## config.mk

```make
export PLATFORM = sky130hd
export DESIGN_NAME = exposure_timer_controller_unit
export DESIGN_NICKNAME = d
export VERILOG_FILES = /design/src/hdl/etc_pkg.sv /design/src/hdl/exposure_timer_controller_unit.sv /design/src/hdl/etc_update.sv /design/src/hdl/etc_view.sv
export SDC_FILE = /design/constraint.sdc
export NUM_CORES = 1
export LEC_CHECK = 0
export BUFFER_PORTS_ARGS = -buffer_cell sky130_fd_sc_hd__buf_2
export CAP_MARGIN = 20
export CELL_PAD_IN_SITES_DETAIL_PLACEMENT = 2
export CELL_PAD_IN_SITES_GLOBAL_PLACEMENT = 2
export CORE_MARGIN = 5
export CORE_UTILIZATION = 42
export CTS_CLUSTER_SIZE = 28
export DETAILED_ROUTE_END_ITERATION = 6
export PLACE_DENSITY = 0.94
export SYNTH_ARGS = -nofsm -noshare
export SYNTH_HDL_FRONTEND = slang
export SYNTH_HIERARCHICAL = 1
export SYNTH_SLANG_ARGS = --single-unit
```

## constraint.sdc

```tcl
create_clock -name clk -period 7.2 [get_ports clk]
set_clock_uncertainty 0.1 [all_clocks]
set_input_delay 0.36 -clock clk [delete_from_list [all_inputs] [get_ports clk]]
set_output_delay 0.36 -clock clk [all_outputs]
set_load 0.005 [all_outputs]
```

## src/hdl/etc_pkg.sv

```systemverilog
// Package for the exposure timer controller: timing constants, limits,
// field widths and the item, state and result types shared by all modules.
// No dependencies.
package etc_pkg;

    localparam int TIMER_MAX_S    = 120;
    localparam int MAX_ON_S       = 300;
    localparam int TIMER_STEP     = 10;
    localparam int POWER_MIN      = 10;
    localparam int POWER_MAX      = 100;
    localparam int POWER_STEP     = 10;
    localparam int MS_PER_S       = 1000;
    localparam int PROGRESS_MS    = 200;
    localparam int PROGRESS_STEPS = 5;

    localparam int ELAPSED_LIMIT =
        (MAX_ON_S * MS_PER_S > TIMER_MAX_S * MS_PER_S + 1) ?
        MAX_ON_S * MS_PER_S : TIMER_MAX_S * MS_PER_S + 1;
    localparam int LIMIT_SECS = ELAPSED_LIMIT / MS_PER_S;
    localparam int LIMIT_SUB  = ELAPSED_LIMIT % MS_PER_S;

    localparam int TIMER_W = 7;
    localparam int POWER_W = 7;
    localparam int SHOWN_W = 9;
    localparam int PROG_W  = 3;
    localparam int SECS_W  = $clog2(LIMIT_SECS + 1);
    localparam int SUB_W   = $clog2(MS_PER_S);
    localparam int CMP_W   = (SECS_W > TIMER_W) ? SECS_W : TIMER_W;

    localparam int IN_BITS   = 6;
    localparam int IN_W      = ((IN_BITS + 7) / 8) * 8;
    localparam int OUT_BITS  = 2 * POWER_W + TIMER_W + 2 + SHOWN_W + PROG_W;
    localparam int OUT_W     = ((OUT_BITS + 7) / 8) * 8;

    typedef struct packed {
        logic tick;
        logic left_click;
        logic right_click;
        logic down_click;
        logic up_click;
        logic action_click;
    } item_t;

    typedef struct packed {
        logic [TIMER_W-1:0] timer_secs;
        logic [POWER_W-1:0] power_level;
        logic               running;
        logic [SECS_W-1:0]  secs;
        logic [SUB_W-1:0]   sub_ms;
    } state_t;

    typedef struct packed {
        logic [POWER_W-1:0] pwm_compare;
        logic               lamp_on;
        logic               fan_on;
        logic [TIMER_W-1:0] timer_setting;
        logic [POWER_W-1:0] power_setting;
        logic [SHOWN_W-1:0] shown_seconds;
        logic [PROG_W-1:0]  progress;
    } result_t;

endpackage

```

## src/hdl/exposure_timer_controller_unit.sv

```systemverilog
// Top level of the exposure timer controller: input register, state
// registers and result register around etc_update and etc_view.
// Depends on etc_pkg, etc_update, etc_view.
//
//  channel | dir | fields (tdata, low bit first)
//  --------+-----+-------------------------------------------------------------
//  s_      | in  | tick, left, right, down, up, action clicks
//  m_      | out | pwm_compare, lamp_on, fan_on, timer_setting, power_setting,
//          |     | shown_seconds, progress
//
// One word per cycle unless m_ stalls; a word taken on s_ passes the input
// register, then the state update and result compute in one pass, and the
// word is offered on m_ from the result register.
// Reset clears the settings to timer 0, power 100, lamp off, elapsed 0.
// A stalled result holds in the result register while one more word is taken.
module exposure_timer_controller_unit (
    input  logic                      clk,
    input  logic                      rst_n,
    input  logic                      s_tvalid,
    output logic                      s_tready,
    // tick, left_click, right_click, down_click, up_click, action_click, zeros
    input  logic [etc_pkg::IN_W-1:0]  s_tdata,
    output logic                      m_tvalid,
    input  logic                      m_tready,
    // pwm_compare, lamp_on, fan_on, timer_setting, power_setting,
    // shown_seconds, progress, zeros
    output logic [etc_pkg::OUT_W-1:0] m_tdata
);

    logic             in_valid_reg;
    etc_pkg::item_t   item_reg;
    etc_pkg::item_t   item_in;
    etc_pkg::state_t  state_reg;
    etc_pkg::state_t  state_next;
    logic             out_valid_reg;
    etc_pkg::result_t out_reg;
    etc_pkg::result_t result_next;
    logic             advance;
    logic             fire;
    logic             take;

    assign advance  = !out_valid_reg || m_tready;
    assign fire     = in_valid_reg && advance;
    assign s_tready = !in_valid_reg || advance;
    assign take     = s_tvalid && s_tready;

    assign item_in.tick         = s_tdata[0];
    assign item_in.left_click   = s_tdata[1];
    assign item_in.right_click  = s_tdata[2];
    assign item_in.down_click   = s_tdata[3];
    assign item_in.up_click     = s_tdata[4];
    assign item_in.action_click = s_tdata[5];

    etc_update u_update (
        .item       (item_reg),
        .state_cur  (state_reg),
        .state_next (state_next)
    );

    etc_view u_view (
        .state_cur (state_next),
        .result    (result_next)
    );

    always_ff @(posedge clk or negedge rst_n)
    begin
        if (!rst_n)
        begin
            in_valid_reg          <= 1'b0;
            out_valid_reg         <= 1'b0;
            state_reg.timer_secs  <= '0;
            state_reg.power_level <= etc_pkg::POWER_W'(etc_pkg::POWER_MAX);
            state_reg.running     <= 1'b0;
            state_reg.secs        <= '0;
            state_reg.sub_ms      <= '0;
        end
        else
        begin
            if (take)
                in_valid_reg <= 1'b1;
            else if (advance)
                in_valid_reg <= 1'b0;

            if (fire)
            begin
                state_reg     <= state_next;
                out_valid_reg <= 1'b1;
            end
            else if (m_tready)
            begin
                out_valid_reg <= 1'b0;
            end
        end
    end

    always_ff @(posedge clk)
    begin
        if (take)
            item_reg <= item_in;
        if (fire)
            out_reg <= result_next;
    end

    assign m_tvalid = out_valid_reg;
    assign m_tdata  = {
        (etc_pkg::OUT_W - etc_pkg::OUT_BITS)'(0),
        out_reg.progress,
        out_reg.shown_seconds,
        out_reg.power_setting,
        out_reg.timer_setting,
        out_reg.fan_on,
        out_reg.lamp_on,
        out_reg.pwm_compare
    };

endmodule

```

## src/hdl/etc_update.sv

```systemverilog
// Next-state logic of the exposure timer: elapsed count, setting clicks,
// lamp toggle and stop check for one word. Depends on etc_pkg.
module etc_update (
    input  etc_pkg::item_t  item,
    input  etc_pkg::state_t state_cur,
    output etc_pkg::state_t state_next
);

    etc_pkg::state_t n;
    logic            below_limit;

    always_comb
    begin
        n = state_cur;

        below_limit = (state_cur.secs < etc_pkg::SECS_W'(etc_pkg::LIMIT_SECS)) ||
                      ((state_cur.secs == etc_pkg::SECS_W'(etc_pkg::LIMIT_SECS)) &&
                       (state_cur.sub_ms < etc_pkg::SUB_W'(etc_pkg::LIMIT_SUB)));

        if (item.tick && below_limit)
        begin
            if (state_cur.sub_ms == etc_pkg::SUB_W'(etc_pkg::MS_PER_S - 1))
            begin
                n.sub_ms = '0;
                n.secs   = state_cur.secs + 1'b1;
            end
            else
            begin
                n.sub_ms = state_cur.sub_ms + 1'b1;
            end
        end

        if (!state_cur.running)
        begin
            if (item.left_click)
            begin
                if (n.timer_secs == '0)
                    n.timer_secs = etc_pkg::TIMER_W'(etc_pkg::TIMER_MAX_S);
                else if (n.timer_secs <= etc_pkg::TIMER_W'(etc_pkg::TIMER_STEP))
                    n.timer_secs = '0;
                else
                    n.timer_secs = n.timer_secs - etc_pkg::TIMER_W'(etc_pkg::TIMER_STEP);
            end
            if (item.right_click)
            begin
                if (n.timer_secs >= etc_pkg::TIMER_W'(etc_pkg::TIMER_MAX_S))
                    n.timer_secs = '0;
                else
                    n.timer_secs = n.timer_secs + etc_pkg::TIMER_W'(etc_pkg::TIMER_STEP);
            end
        end

        if (item.down_click)
        begin
            if (n.power_level <= etc_pkg::POWER_W'(etc_pkg::POWER_MIN))
                n.power_level = etc_pkg::POWER_W'(etc_pkg::POWER_MAX);
            else
                n.power_level = n.power_level - etc_pkg::POWER_W'(etc_pkg::POWER_STEP);
        end
        if (item.up_click)
        begin
            if (n.power_level >= etc_pkg::POWER_W'(etc_pkg::POWER_MAX))
                n.power_level = etc_pkg::POWER_W'(etc_pkg::POWER_MIN);
            else
                n.power_level = n.power_level + etc_pkg::POWER_W'(etc_pkg::POWER_STEP);
        end

        if (item.action_click)
        begin
            n.running = !state_cur.running;
            if (n.running)
            begin
                n.secs   = '0;
                n.sub_ms = '0;
            end
        end

        if (n.running)
        begin
            if (n.timer_secs != '0)
            begin
                if ((etc_pkg::CMP_W'(n.secs) > etc_pkg::CMP_W'(n.timer_secs)) ||
                    ((etc_pkg::CMP_W'(n.secs) == etc_pkg::CMP_W'(n.timer_secs)) &&
                     (n.sub_ms != '0)))
                    n.running = 1'b0;
            end
            else if (n.secs >= etc_pkg::SECS_W'(etc_pkg::MAX_ON_S))
            begin
                n.running = 1'b0;
            end
        end

        state_next = n;
    end

endmodule

```

## src/hdl/etc_view.sv

```systemverilog
// Result logic of the exposure timer: PWM compare, lamp and fan enables,
// shown seconds and progress count from the updated state. Depends on etc_pkg.
module etc_view (
    input  etc_pkg::state_t  state_cur,
    output etc_pkg::result_t result
);

    logic [etc_pkg::CMP_W-1:0]  secs_x;
    logic [etc_pkg::CMP_W-1:0]  timer_x;
    logic [etc_pkg::CMP_W-1:0]  shown_x;
    logic [etc_pkg::PROG_W-1:0] prog;

    always_comb
    begin
        secs_x  = etc_pkg::CMP_W'(state_cur.secs);
        timer_x = etc_pkg::CMP_W'(state_cur.timer_secs);

        if (state_cur.timer_secs == '0)
            shown_x = secs_x;
        else if (timer_x >= secs_x)
            shown_x = timer_x - secs_x;
        else
            shown_x = '0;

        prog = '0;
        for (int k = 1; k < etc_pkg::PROGRESS_STEPS; k++)
        begin
            if (state_cur.sub_ms >= etc_pkg::SUB_W'(k * etc_pkg::PROGRESS_MS))
                prog = etc_pkg::PROG_W'(k);
        end

        result.timer_setting = state_cur.timer_secs;
        result.power_setting = state_cur.power_level;
        result.lamp_on       = state_cur.running;
        result.fan_on        = state_cur.running;
        if (state_cur.running)
        begin
            result.pwm_compare   = state_cur.power_level;
            result.shown_seconds = shown_x[etc_pkg::SHOWN_W-1:0];
            result.progress      = prog;
        end
        else
        begin
            result.pwm_compare   = '0;
            result.shown_seconds = '0;
            result.progress      = '0;
        end
    end

endmodule
```

==> results list, run 1 <==
- Clk slew on worst S/H paths: ~0.070 ns
* Synthesized netlist cell count: around 520
* Number of register bits inferred by synthesis: just under 80
- The first detailed-routing pass took 5 iterations.
- Netlist area before placement: between 5000 and 6000 um2
* Mean cell area of the mapped netlist: just over 10 um2
* Placed Cells incl. Taps: slightly above 700
- In the routed design, unresolved DRC markers number 0.
* CTS H-tree depth: 3
- Setup ws final: roughly 1.2 ns
* Non-Filler Instances: 723
- Y dimension of the die: ~120 um
* Hold slack: 0.0775 ns
- The clock passes through at most 2 buffers.
- Entering global routing, the biggest net connects 37 pins.
- Wirelength per Cell: between 20 and 25 um
* Max VDD drop: about 0.14 mV
* Post-synth top area cell: sky130_fd_sc_hd__edfxtp_1
- Horizontal extent of the die: 124 um
* Number of antenna violations at the first check in global routing: 0
* Relative max-transition margin: 0.299
- The worst register-to-register path has a setup slack of 1.20 ns.
* Critical Path Sink: m_tdata[31]
* Overall overflow remaining after global route: 0
- Once the clock tree was built, the resizer swapped 0 gates to a different size.
- The routed layout has approximately 4300 vias.
- Top achievable clock speed: between 150 and 200 MHz
- Crit path required time: around 7.3 ns
* Number of port buffers: 46
* Type of element launching the critical path: flop
* Count leader, synth: sky130_fd_sc_hd__edfxtp_1
* Final hold violations: 0
* Data arrival time of the critical path: about 6.1 ns
- Crit path launch: state_reg[28]
- The floorplan step defined a die boundary enclosing approximately 15000 um2.
- Number of distinct standard cells referenced by the synthesized netlist: 90
* Count of clock tree sinks: 77
* Final total negative setup slack: 0 ns
- Clock buffer count from CTS: 9
- Path category of the worst min-delay check: in2async
- From synthesis to final layout, the design area changed by 9.30%.
- In this run the worst path has a maximum fanout of 8.
* Post-cts hold buffer count: 0
- The number of antenna diodes in the final layout is 0.
- Worst slack after detailed placement: ~1.3 ns
* Layout Utilization: 0.470
- Flip-flop count of the largest register, all copies and words added: 35
- The final layout contains routed wiring with a total length of between 15 and 20 mm.
* Antenna-violating nets left: 0
* Via density: about 6.0
- For this design the static power due to leakage is 2.48 nW.
- The design draws between 2 and 3 mW.
- Final weighted congestion in routability-driven placement: roughly 0.82
* Overall track demand over capacity in global routing: 0.232
- Number of synthesized flops with an enable pin: between 40 and 50
- The worst register-to-register path ends at m_tdata[31].
- The share of synthesized area in the top cell type comes to 0.227.
- Status: completed
- Unrepaired setup endpoints after global routing: false
- FF-to-FF Start: state_reg[28]
- CTS tree: built
- For the pin with the worst max-slew slack, the measured transition is between 1 and 1.5 ns.
* Most numerous cell types in the synthesized netlist: sky130_fd_sc_hd__edfxtp_1 (41), sky130_fd_sc_hd__nand2_1 (37), sky130_fd_sc_hd__inv_1 (35), sky130_fd_sc_hd__dfrtp_1 (33), sky130_fd_sc_hd__nor2_1 (33)
- Global-route wire length before repair: 26.9 mm
- In the finished design, the share of the clock period the worst path needs comes to 0.834.
* Number of warnings reported in the yosys synthesis log: 6
* CTS Root Cell: sky130_fd_sc_hd__clkbuf_16
* Num rows: between 40 and 50
- Top area cells in the synthesized netlist: sky130_fd_sc_hd__edfxtp_1 (23%), sky130_fd_sc_hd__dfrtp_1 (15%), sky130_fd_sc_hd__mux2_4 (8.0%)
* IO Count: 54
* Vias in the first global route: just under 5000
- The worst setup path is of the reg2reg kind.
- Later-pin clock latency in the skew report: 0.34 ns
- After clock tree synthesis, the setup repair step added 0 buffers.
- After the last flow step, the layout net total stands at 579.
- The total area inside the core boundary comes to between 10000 and 15000 um2.
- Dividing total power by cell area gives a power density of ~450 nW/um2.
- The finished cells cover 5930 um2.
- Starting utilization of the core area: 0.430
* Post-DP HPWL: roughly 13 mm
- Total count of max-transition violations in the final report: 0
- Of all flip-flops after synthesis, the portion carrying an async set or reset was 0.468.
* Category of the worst setup path capture point: flop
- Setup violations remaining at the end of the flow were counted as 0.
- The first routing iteration left about 320 violations.
- Measured in cells, the most critical reg-to-reg path has a length of 19.
- After layout, the minimum clock period comes to ~6 ns.
- Sequential fraction of the synthesis area: 0.394
- Across the run, the number of max-cap violations was 0.
* Predominant post-synthesis flop cell: sky130_fd_sc_hd__edfxtp_1
* Area of placed instances: roughly 5600 um2
* Share of cells above drive strength 1: 0.234
logic make-up after synthesis:
| group | count (synthesis) | share of synthesized area |
|---|---|---|
| buffers and inverters | 74 | 0.0741 |
| AND/OR/NAND/NOR | 168 | 0.175 |
| other | 1 | 0.000692 |
| AO/OA/AOI/OAI | 117 | 0.165 |
| XOR/XNOR | 24 | 0.0388 |
| adder cells (fa/ha/maj) | 21 | 0.0499 |
| flip-flops | 77 | 0.394 |
| multiplexers | 40 | 0.102 |
critical path, cell delays in order (launching register included):
cell	delay [ns]
sky130_fd_sc_hd__dfrtp_1	0.56
sky130_fd_sc_hd__inv_1	0.13
sky130_fd_sc_hd__ha_1	0.28
sky130_fd_sc_hd__nor2b_1	0.23
sky130_fd_sc_hd__o21ai_0	0.13
sky130_fd_sc_hd__a32oi_1	0.47
sky130_fd_sc_hd__and4b_1	0.33
sky130_fd_sc_hd__a22oi_1	0.18
sky130_fd_sc_hd__nor2_1	0.06
sky130_fd_sc_hd__nor2_1	0.44
sky130_fd_sc_hd__ha_1	0.22
sky130_fd_sc_hd__nand2_1	0.05
sky130_fd_sc_hd__nor3_1	0.37
sky130_fd_sc_hd__o21ai_1	0.16
sky130_fd_sc_hd__or4b_4	0.52
sky130_fd_sc_hd__a211oi_2	0.22
sky130_fd_sc_hd__o2bb2a_1	0.20
sky130_fd_sc_hd__or4b_4	0.52
sky130_fd_sc_hd__a221oi_4	0.41
sky130_fd_sc_hd__a32o_1	0.27
worst min path at each step:
stage	to	depth (start not counted)	slack, ns	from
after floorplan	in_valid_reg	0	-0.04	rst_n
after global routing	item_reg[1]	1	0.08	s_tdata[4]
after detailed placement	item_reg[5]	1	0.44	s_tdata[0]
after global placement	state_reg[3]	1	0.43	rst_n
after CTS	item_reg[5]	1	0.09	s_tdata[0]
final	state_reg[3]	1	0.08	rst_n
report_power, final:
| group | leakage (nW) | internal (mW) | switching, mW |
|---|---|---|---|
| combinational | 1.46 | 0.584 | 0.850 |
| clock | 0.148 | 0.271 | 0.194 |
| sequential | 0.866 | 0.632 | 0.126 |
final cells by class:
class	instances	area, um2
clock buffers	9	225
clock inverters	7	73.8
fillers	1299	6690
inverters	35	131
multi-input cells	375	2900
flip-flops and latches	77	2140
well taps	172	215
repair buffers	48	245
per-layer routing:
layer  vias up  part of all wire  global-route usage
met3        37             0.035              0.0345
li1       1935                 -                   -
met4         0             0.030              0.0962
met5         -                 0                   0
met1      2210              0.41               0.276
met2       120              0.52               0.415
layout by cell type (no fill, tap or decap), types with 6 or more instances in the layout:
cell type / n
sky130_fd_sc_hd__o31ai_1: 6
sky130_fd_sc_hd__clkbuf_16: 9
sky130_fd_sc_hd__edfxtp_1: 41
sky130_fd_sc_hd__nor3_1: 9
sky130_fd_sc_hd__ha_1: 20
sky130_fd_sc_hd__dfrtp_1: 33
sky130_fd_sc_hd__nand3_1: 10
sky130_fd_sc_hd__nor2_1: 33
sky130_fd_sc_hd__o21a_1: 6
sky130_fd_sc_hd__a22oi_1: 6
sky130_fd_sc_hd__a21oi_1: 23
sky130_fd_sc_hd__mux2_2: 6
sky130_fd_sc_hd__xor2_1: 11
sky130_fd_sc_hd__mux2_4: 29
sky130_fd_sc_hd__xnor2_1: 13
sky130_fd_sc_hd__nand2_1: 37
sky130_fd_sc_hd__buf_2: 46
sky130_fd_sc_hd__inv_1: 35
sky130_fd_sc_hd__nand2b_1: 13
sky130_fd_sc_hd__o21ai_0: 19
sky130_fd_sc_hd__and2_1: 16
(Power assumes the default switching activity.)
==> inputs of run 2 (changes only) <==
--- a/config.mk
+++ b/config.mk
@@ -10,10 +10,10 @@
 export CELL_PAD_IN_SITES_DETAIL_PLACEMENT = 2
 export CELL_PAD_IN_SITES_GLOBAL_PLACEMENT = 2
 export CORE_MARGIN = 5
-export CORE_UTILIZATION = 42
+export CORE_UTILIZATION = 39
 export CTS_CLUSTER_SIZE = 28
 export DETAILED_ROUTE_END_ITERATION = 6
-export PLACE_DENSITY = 0.94
+export PLACE_DENSITY = 0.88
 export SYNTH_ARGS = -nofsm -noshare
 export SYNTH_HDL_FRONTEND = slang
 export SYNTH_HIERARCHICAL = 1
==> constraint.sdc (replaced) <==
create_clock -name clk -period 5.9 [get_ports clk]
set_clock_uncertainty 0.1 [all_clocks]
set_input_delay 0.295 -clock clk [delete_from_list [all_inputs] [get_ports clk]]
set_output_delay 0.295 -clock clk [all_outputs]
set_load 0.005 [all_outputs]
==> run 2 against run 1 <==
Compared with the run above: clock power increased by 25%; global-route usage is 2.4 points lower; maximum frequency increased by 6.9%; sequential power up 20%; final cell count is 2.1% higher; register-to-register slack got worse by 0.91 ns; design area increased by 1.4%; count of clock-buffer cells in the layout stayed put; critical endpoint is now m_tdata[29]; largest cell class unchanged.
==> results list, run 2 (same netlist as run 1, synthesis figures left out) <==
* Number of post-CTS setup repair buffers: 0
- Final setup fails: 0
* Share of cells above drive strength 1: 0.247
- For this run, the total global-route usage over all layers was measured as 0.208.
- Count of clock tree sinks: 77
- Of the total power, the share spent switching nets is 0.435.
- Core Footprint: ~14000 um2
- The count of buffers added on input and output ports is 46.
- Crit path kind: reg2reg
- The floorplan step defined a die boundary enclosing about 16000 um2.
- Dividing the detail-routed wire length by the instance count gives about 23 um.
* Final hold violations: 0
- Antenna-violating nets left: 0
* Switching power: 1.41 mW
- For the pin with the worst max-slew slack, the measured transition is between 0.9 and 1 ns.
* Layout overhead on the synthesized area: 10.9%
- Horizontal extent of the die: ~130 um
* Diode count: 0
* Global-route wire length before repair: roughly 26 mm
- Router iterations before antenna repair: 5
- Slowest library cell on the worst path: sky130_fd_sc_hd__or4b_4
- CTS H-tree depth: 3
* Fraction of power consumed by sequential logic: 0.281
- The register with the most flip-flops in the layout has 35 of them.
* Most frequent cells in the layout: sky130_fd_sc_hd__buf_2 (46), sky130_fd_sc_hd__edfxtp_1 (41), sky130_fd_sc_hd__nand2_1 (37), sky130_fd_sc_hd__inv_1 (35), sky130_fd_sc_hd__dfrtp_1 (33)
- Of all nets on the critical path, the largest fanout is 9.
* Overall overflow remaining after global route: 0
- Based on the critical path, the design can be clocked at up to approximately 180 MHz.
* Most common library cell in the layout ignoring fill and taps: sky130_fd_sc_hd__buf_2
- Combinational share of power: 0.539
* Number of max-capacitance violations reported: 0
- Unrepaired setup endpoints after global routing: false
* Data arrival time of the critical path: 5.72 ns
- Pin count of the biggest net entering global routing: 37
- After routing, the total negative slack on setup checks comes to 0 ns.
* Y dimension of the die: 128 um
- The root buffer cell chosen for the clock tree is sky130_fd_sc_hd__clkbuf_16.
* Number of antenna violations at the first check in global routing: 0
- between 50 and 60 I/O pins were placed.
- Layout net count: slightly below 600
* Max Buffers Root-to-Sink: 2
- Vias in the first global route: 4765
* Later-pin clock latency in the skew report: about 0.36 ns
- Of the total power, the clock network draws 0.180.
* Non-Filler Instances: around 740
- In the finished design, the share of the clock period the worst path needs comes to 0.952.
* Final weighted congestion in routability-driven placement: 0.832
* Worst stage delay on the critical path: roughly 0.52 ns
* Starting utilization of the core area: 0.394
* Clk slew on worst S/H paths: 0.07 ns
- The worst hold path belongs to the class in2reg.
- Post-DP HPWL: ~12 mm
- Via count: 4218
- The worst-case IR drop observed on VDD is 0.187 mV.
- After detailed placement, the design holds a cell count of between 700 and 800.
* Via density: between 5 and 6
- Internal power: between 1.5 and 2 mW
- CTS tree: built
* Category of the worst setup path capture point: flop
* DR iter-0 viols: between 200 and 300
* Count of buffering cells on the critical path with inverters included: 0
- Total count of max-transition violations in the final report: 0
- Status: completed
* Time the worst path needs with I/O delays and setup: roughly 5.6 ns
- For this run, design rule violations remaining after detail routing come to 0.
- Routed wire length: around 17 mm
* Relative max-transition margin: 0.391
- Cell class contributing the biggest share of worst-path delay: simple AND/OR/NAND/NOR gates
- Cells along the critical path: or3_1 -> o21ai_1 -> mux2i_1 -> ha_1 -> nand4b_1 -> and4_1 -> o31ai_2 -> ha_1 -> nand2_1 -> nor3_1 -> o21ai_1 -> or4b_4 -> a211oi_2 -> o2bb2a_1 -> or4b_4 -> a221oi_4 -> a32o_1
- Pwr/cell area: 538 nW/um2
- P_leak: approximately 2.5 nW
* Num rows: between 40 and 50
- Type of element launching the critical path: flop
- STA puts the critical path data required time at roughly 6.0 ns.
- In this run, CTS created clock tree buffers numbering 9.
run 2: worst reg2reg max path: cells and delay by family, from the launching register on:
kind            cells  cell delay (ns)
simple gates        7             2.39
compound gates      7             1.83
flops               1             0.50
fa+ha+maj           2             0.48
mux                 1             0.17
run 2: final timing paths:
kind	startpoint	slack, ns	endpoint	depth (start not counted)
setup / recovery	state_reg[31]	0.28	m_tdata[29]	17
max in group asynchronous	rst_n	4.61	state_reg[12]	2
min in group asynchronous	rst_n	0.51	state_reg[21]	2
hold / removal	s_tdata[4]	0.01	item_reg[1]	1
setup reg to reg	state_reg[31]	0.28	m_tdata[29]	17
hold reg to reg	in_valid_reg	0.46	m_tvalid	1
run 2: timing repair:
| item | in CTS | in global routing |
|---|---|---|
| endpoints found under the hold margin | 6 | 0 |
| gates resized for setup | 0 | 3 |
| setup endpoints to repair | 0 | 8 |
| hold buffers | 1 | 0 |
run 2: stage by stage:
step | area, um2 | setup slack (ns) | utilization | power, mW | hold WS (ns)
final | 6010 | 0.284 | 0.436 | 3.23 | 0.0120
after global routing | 6010 | 0.0307 | 0.436 | 3.42 | 0.00544
after global placement | 5680 | 0.663 | 0.413 | 2.44 | 0.369
after detailed placement | 5680 | 0.0767 | 0.413 | 2.61 | 0.374
after CTS | 6000 | 0.00395 | 0.436 | 3.23 | 0.00219
after floorplan | 5440 | 1.18 | - | 2.19 | -0.101
run 2: power groups by stage:
stage	Combinational, mW	Sequential [mW]	Clock (mW)
finish	1.74	0.909	0.581
global route	1.87	0.930	0.619
CTS	1.72	0.909	0.596
detailed placement	1.69	0.917	0
global placement	1.55	0.897	0
floorplan	1.32	0.874	0
run 2: metal layers:
| layer | track usage | vias up | routed length [um] |
|---|---|---|---|
| li1 | - | 1938 | - |
| met1 | 0.237 | 2166 | 6740 |
| met2 | 0.384 | 88 | 8930 |
| met3 | 0.0358 | 26 | 625 |
| met4 | 0.0805 | 0 | 364 |
| met5 | 0 | - | 0 |
run 2: cell type report:
| type | instances | area, um2 |
|---|---|---|
| Fill cell | 1487 | 7760 |
| Multi-Input combinational cell | 375 | 2910 |
| Sequential cell | 77 | 2140 |
| Timing Repair Buffer | 55 | 300 |
| Clock buffer | 9 | 225 |
| Tap cell | 180 | 225 |
| Inverter | 35 | 131 |
| Clock inverter | 7 | 81.3 |
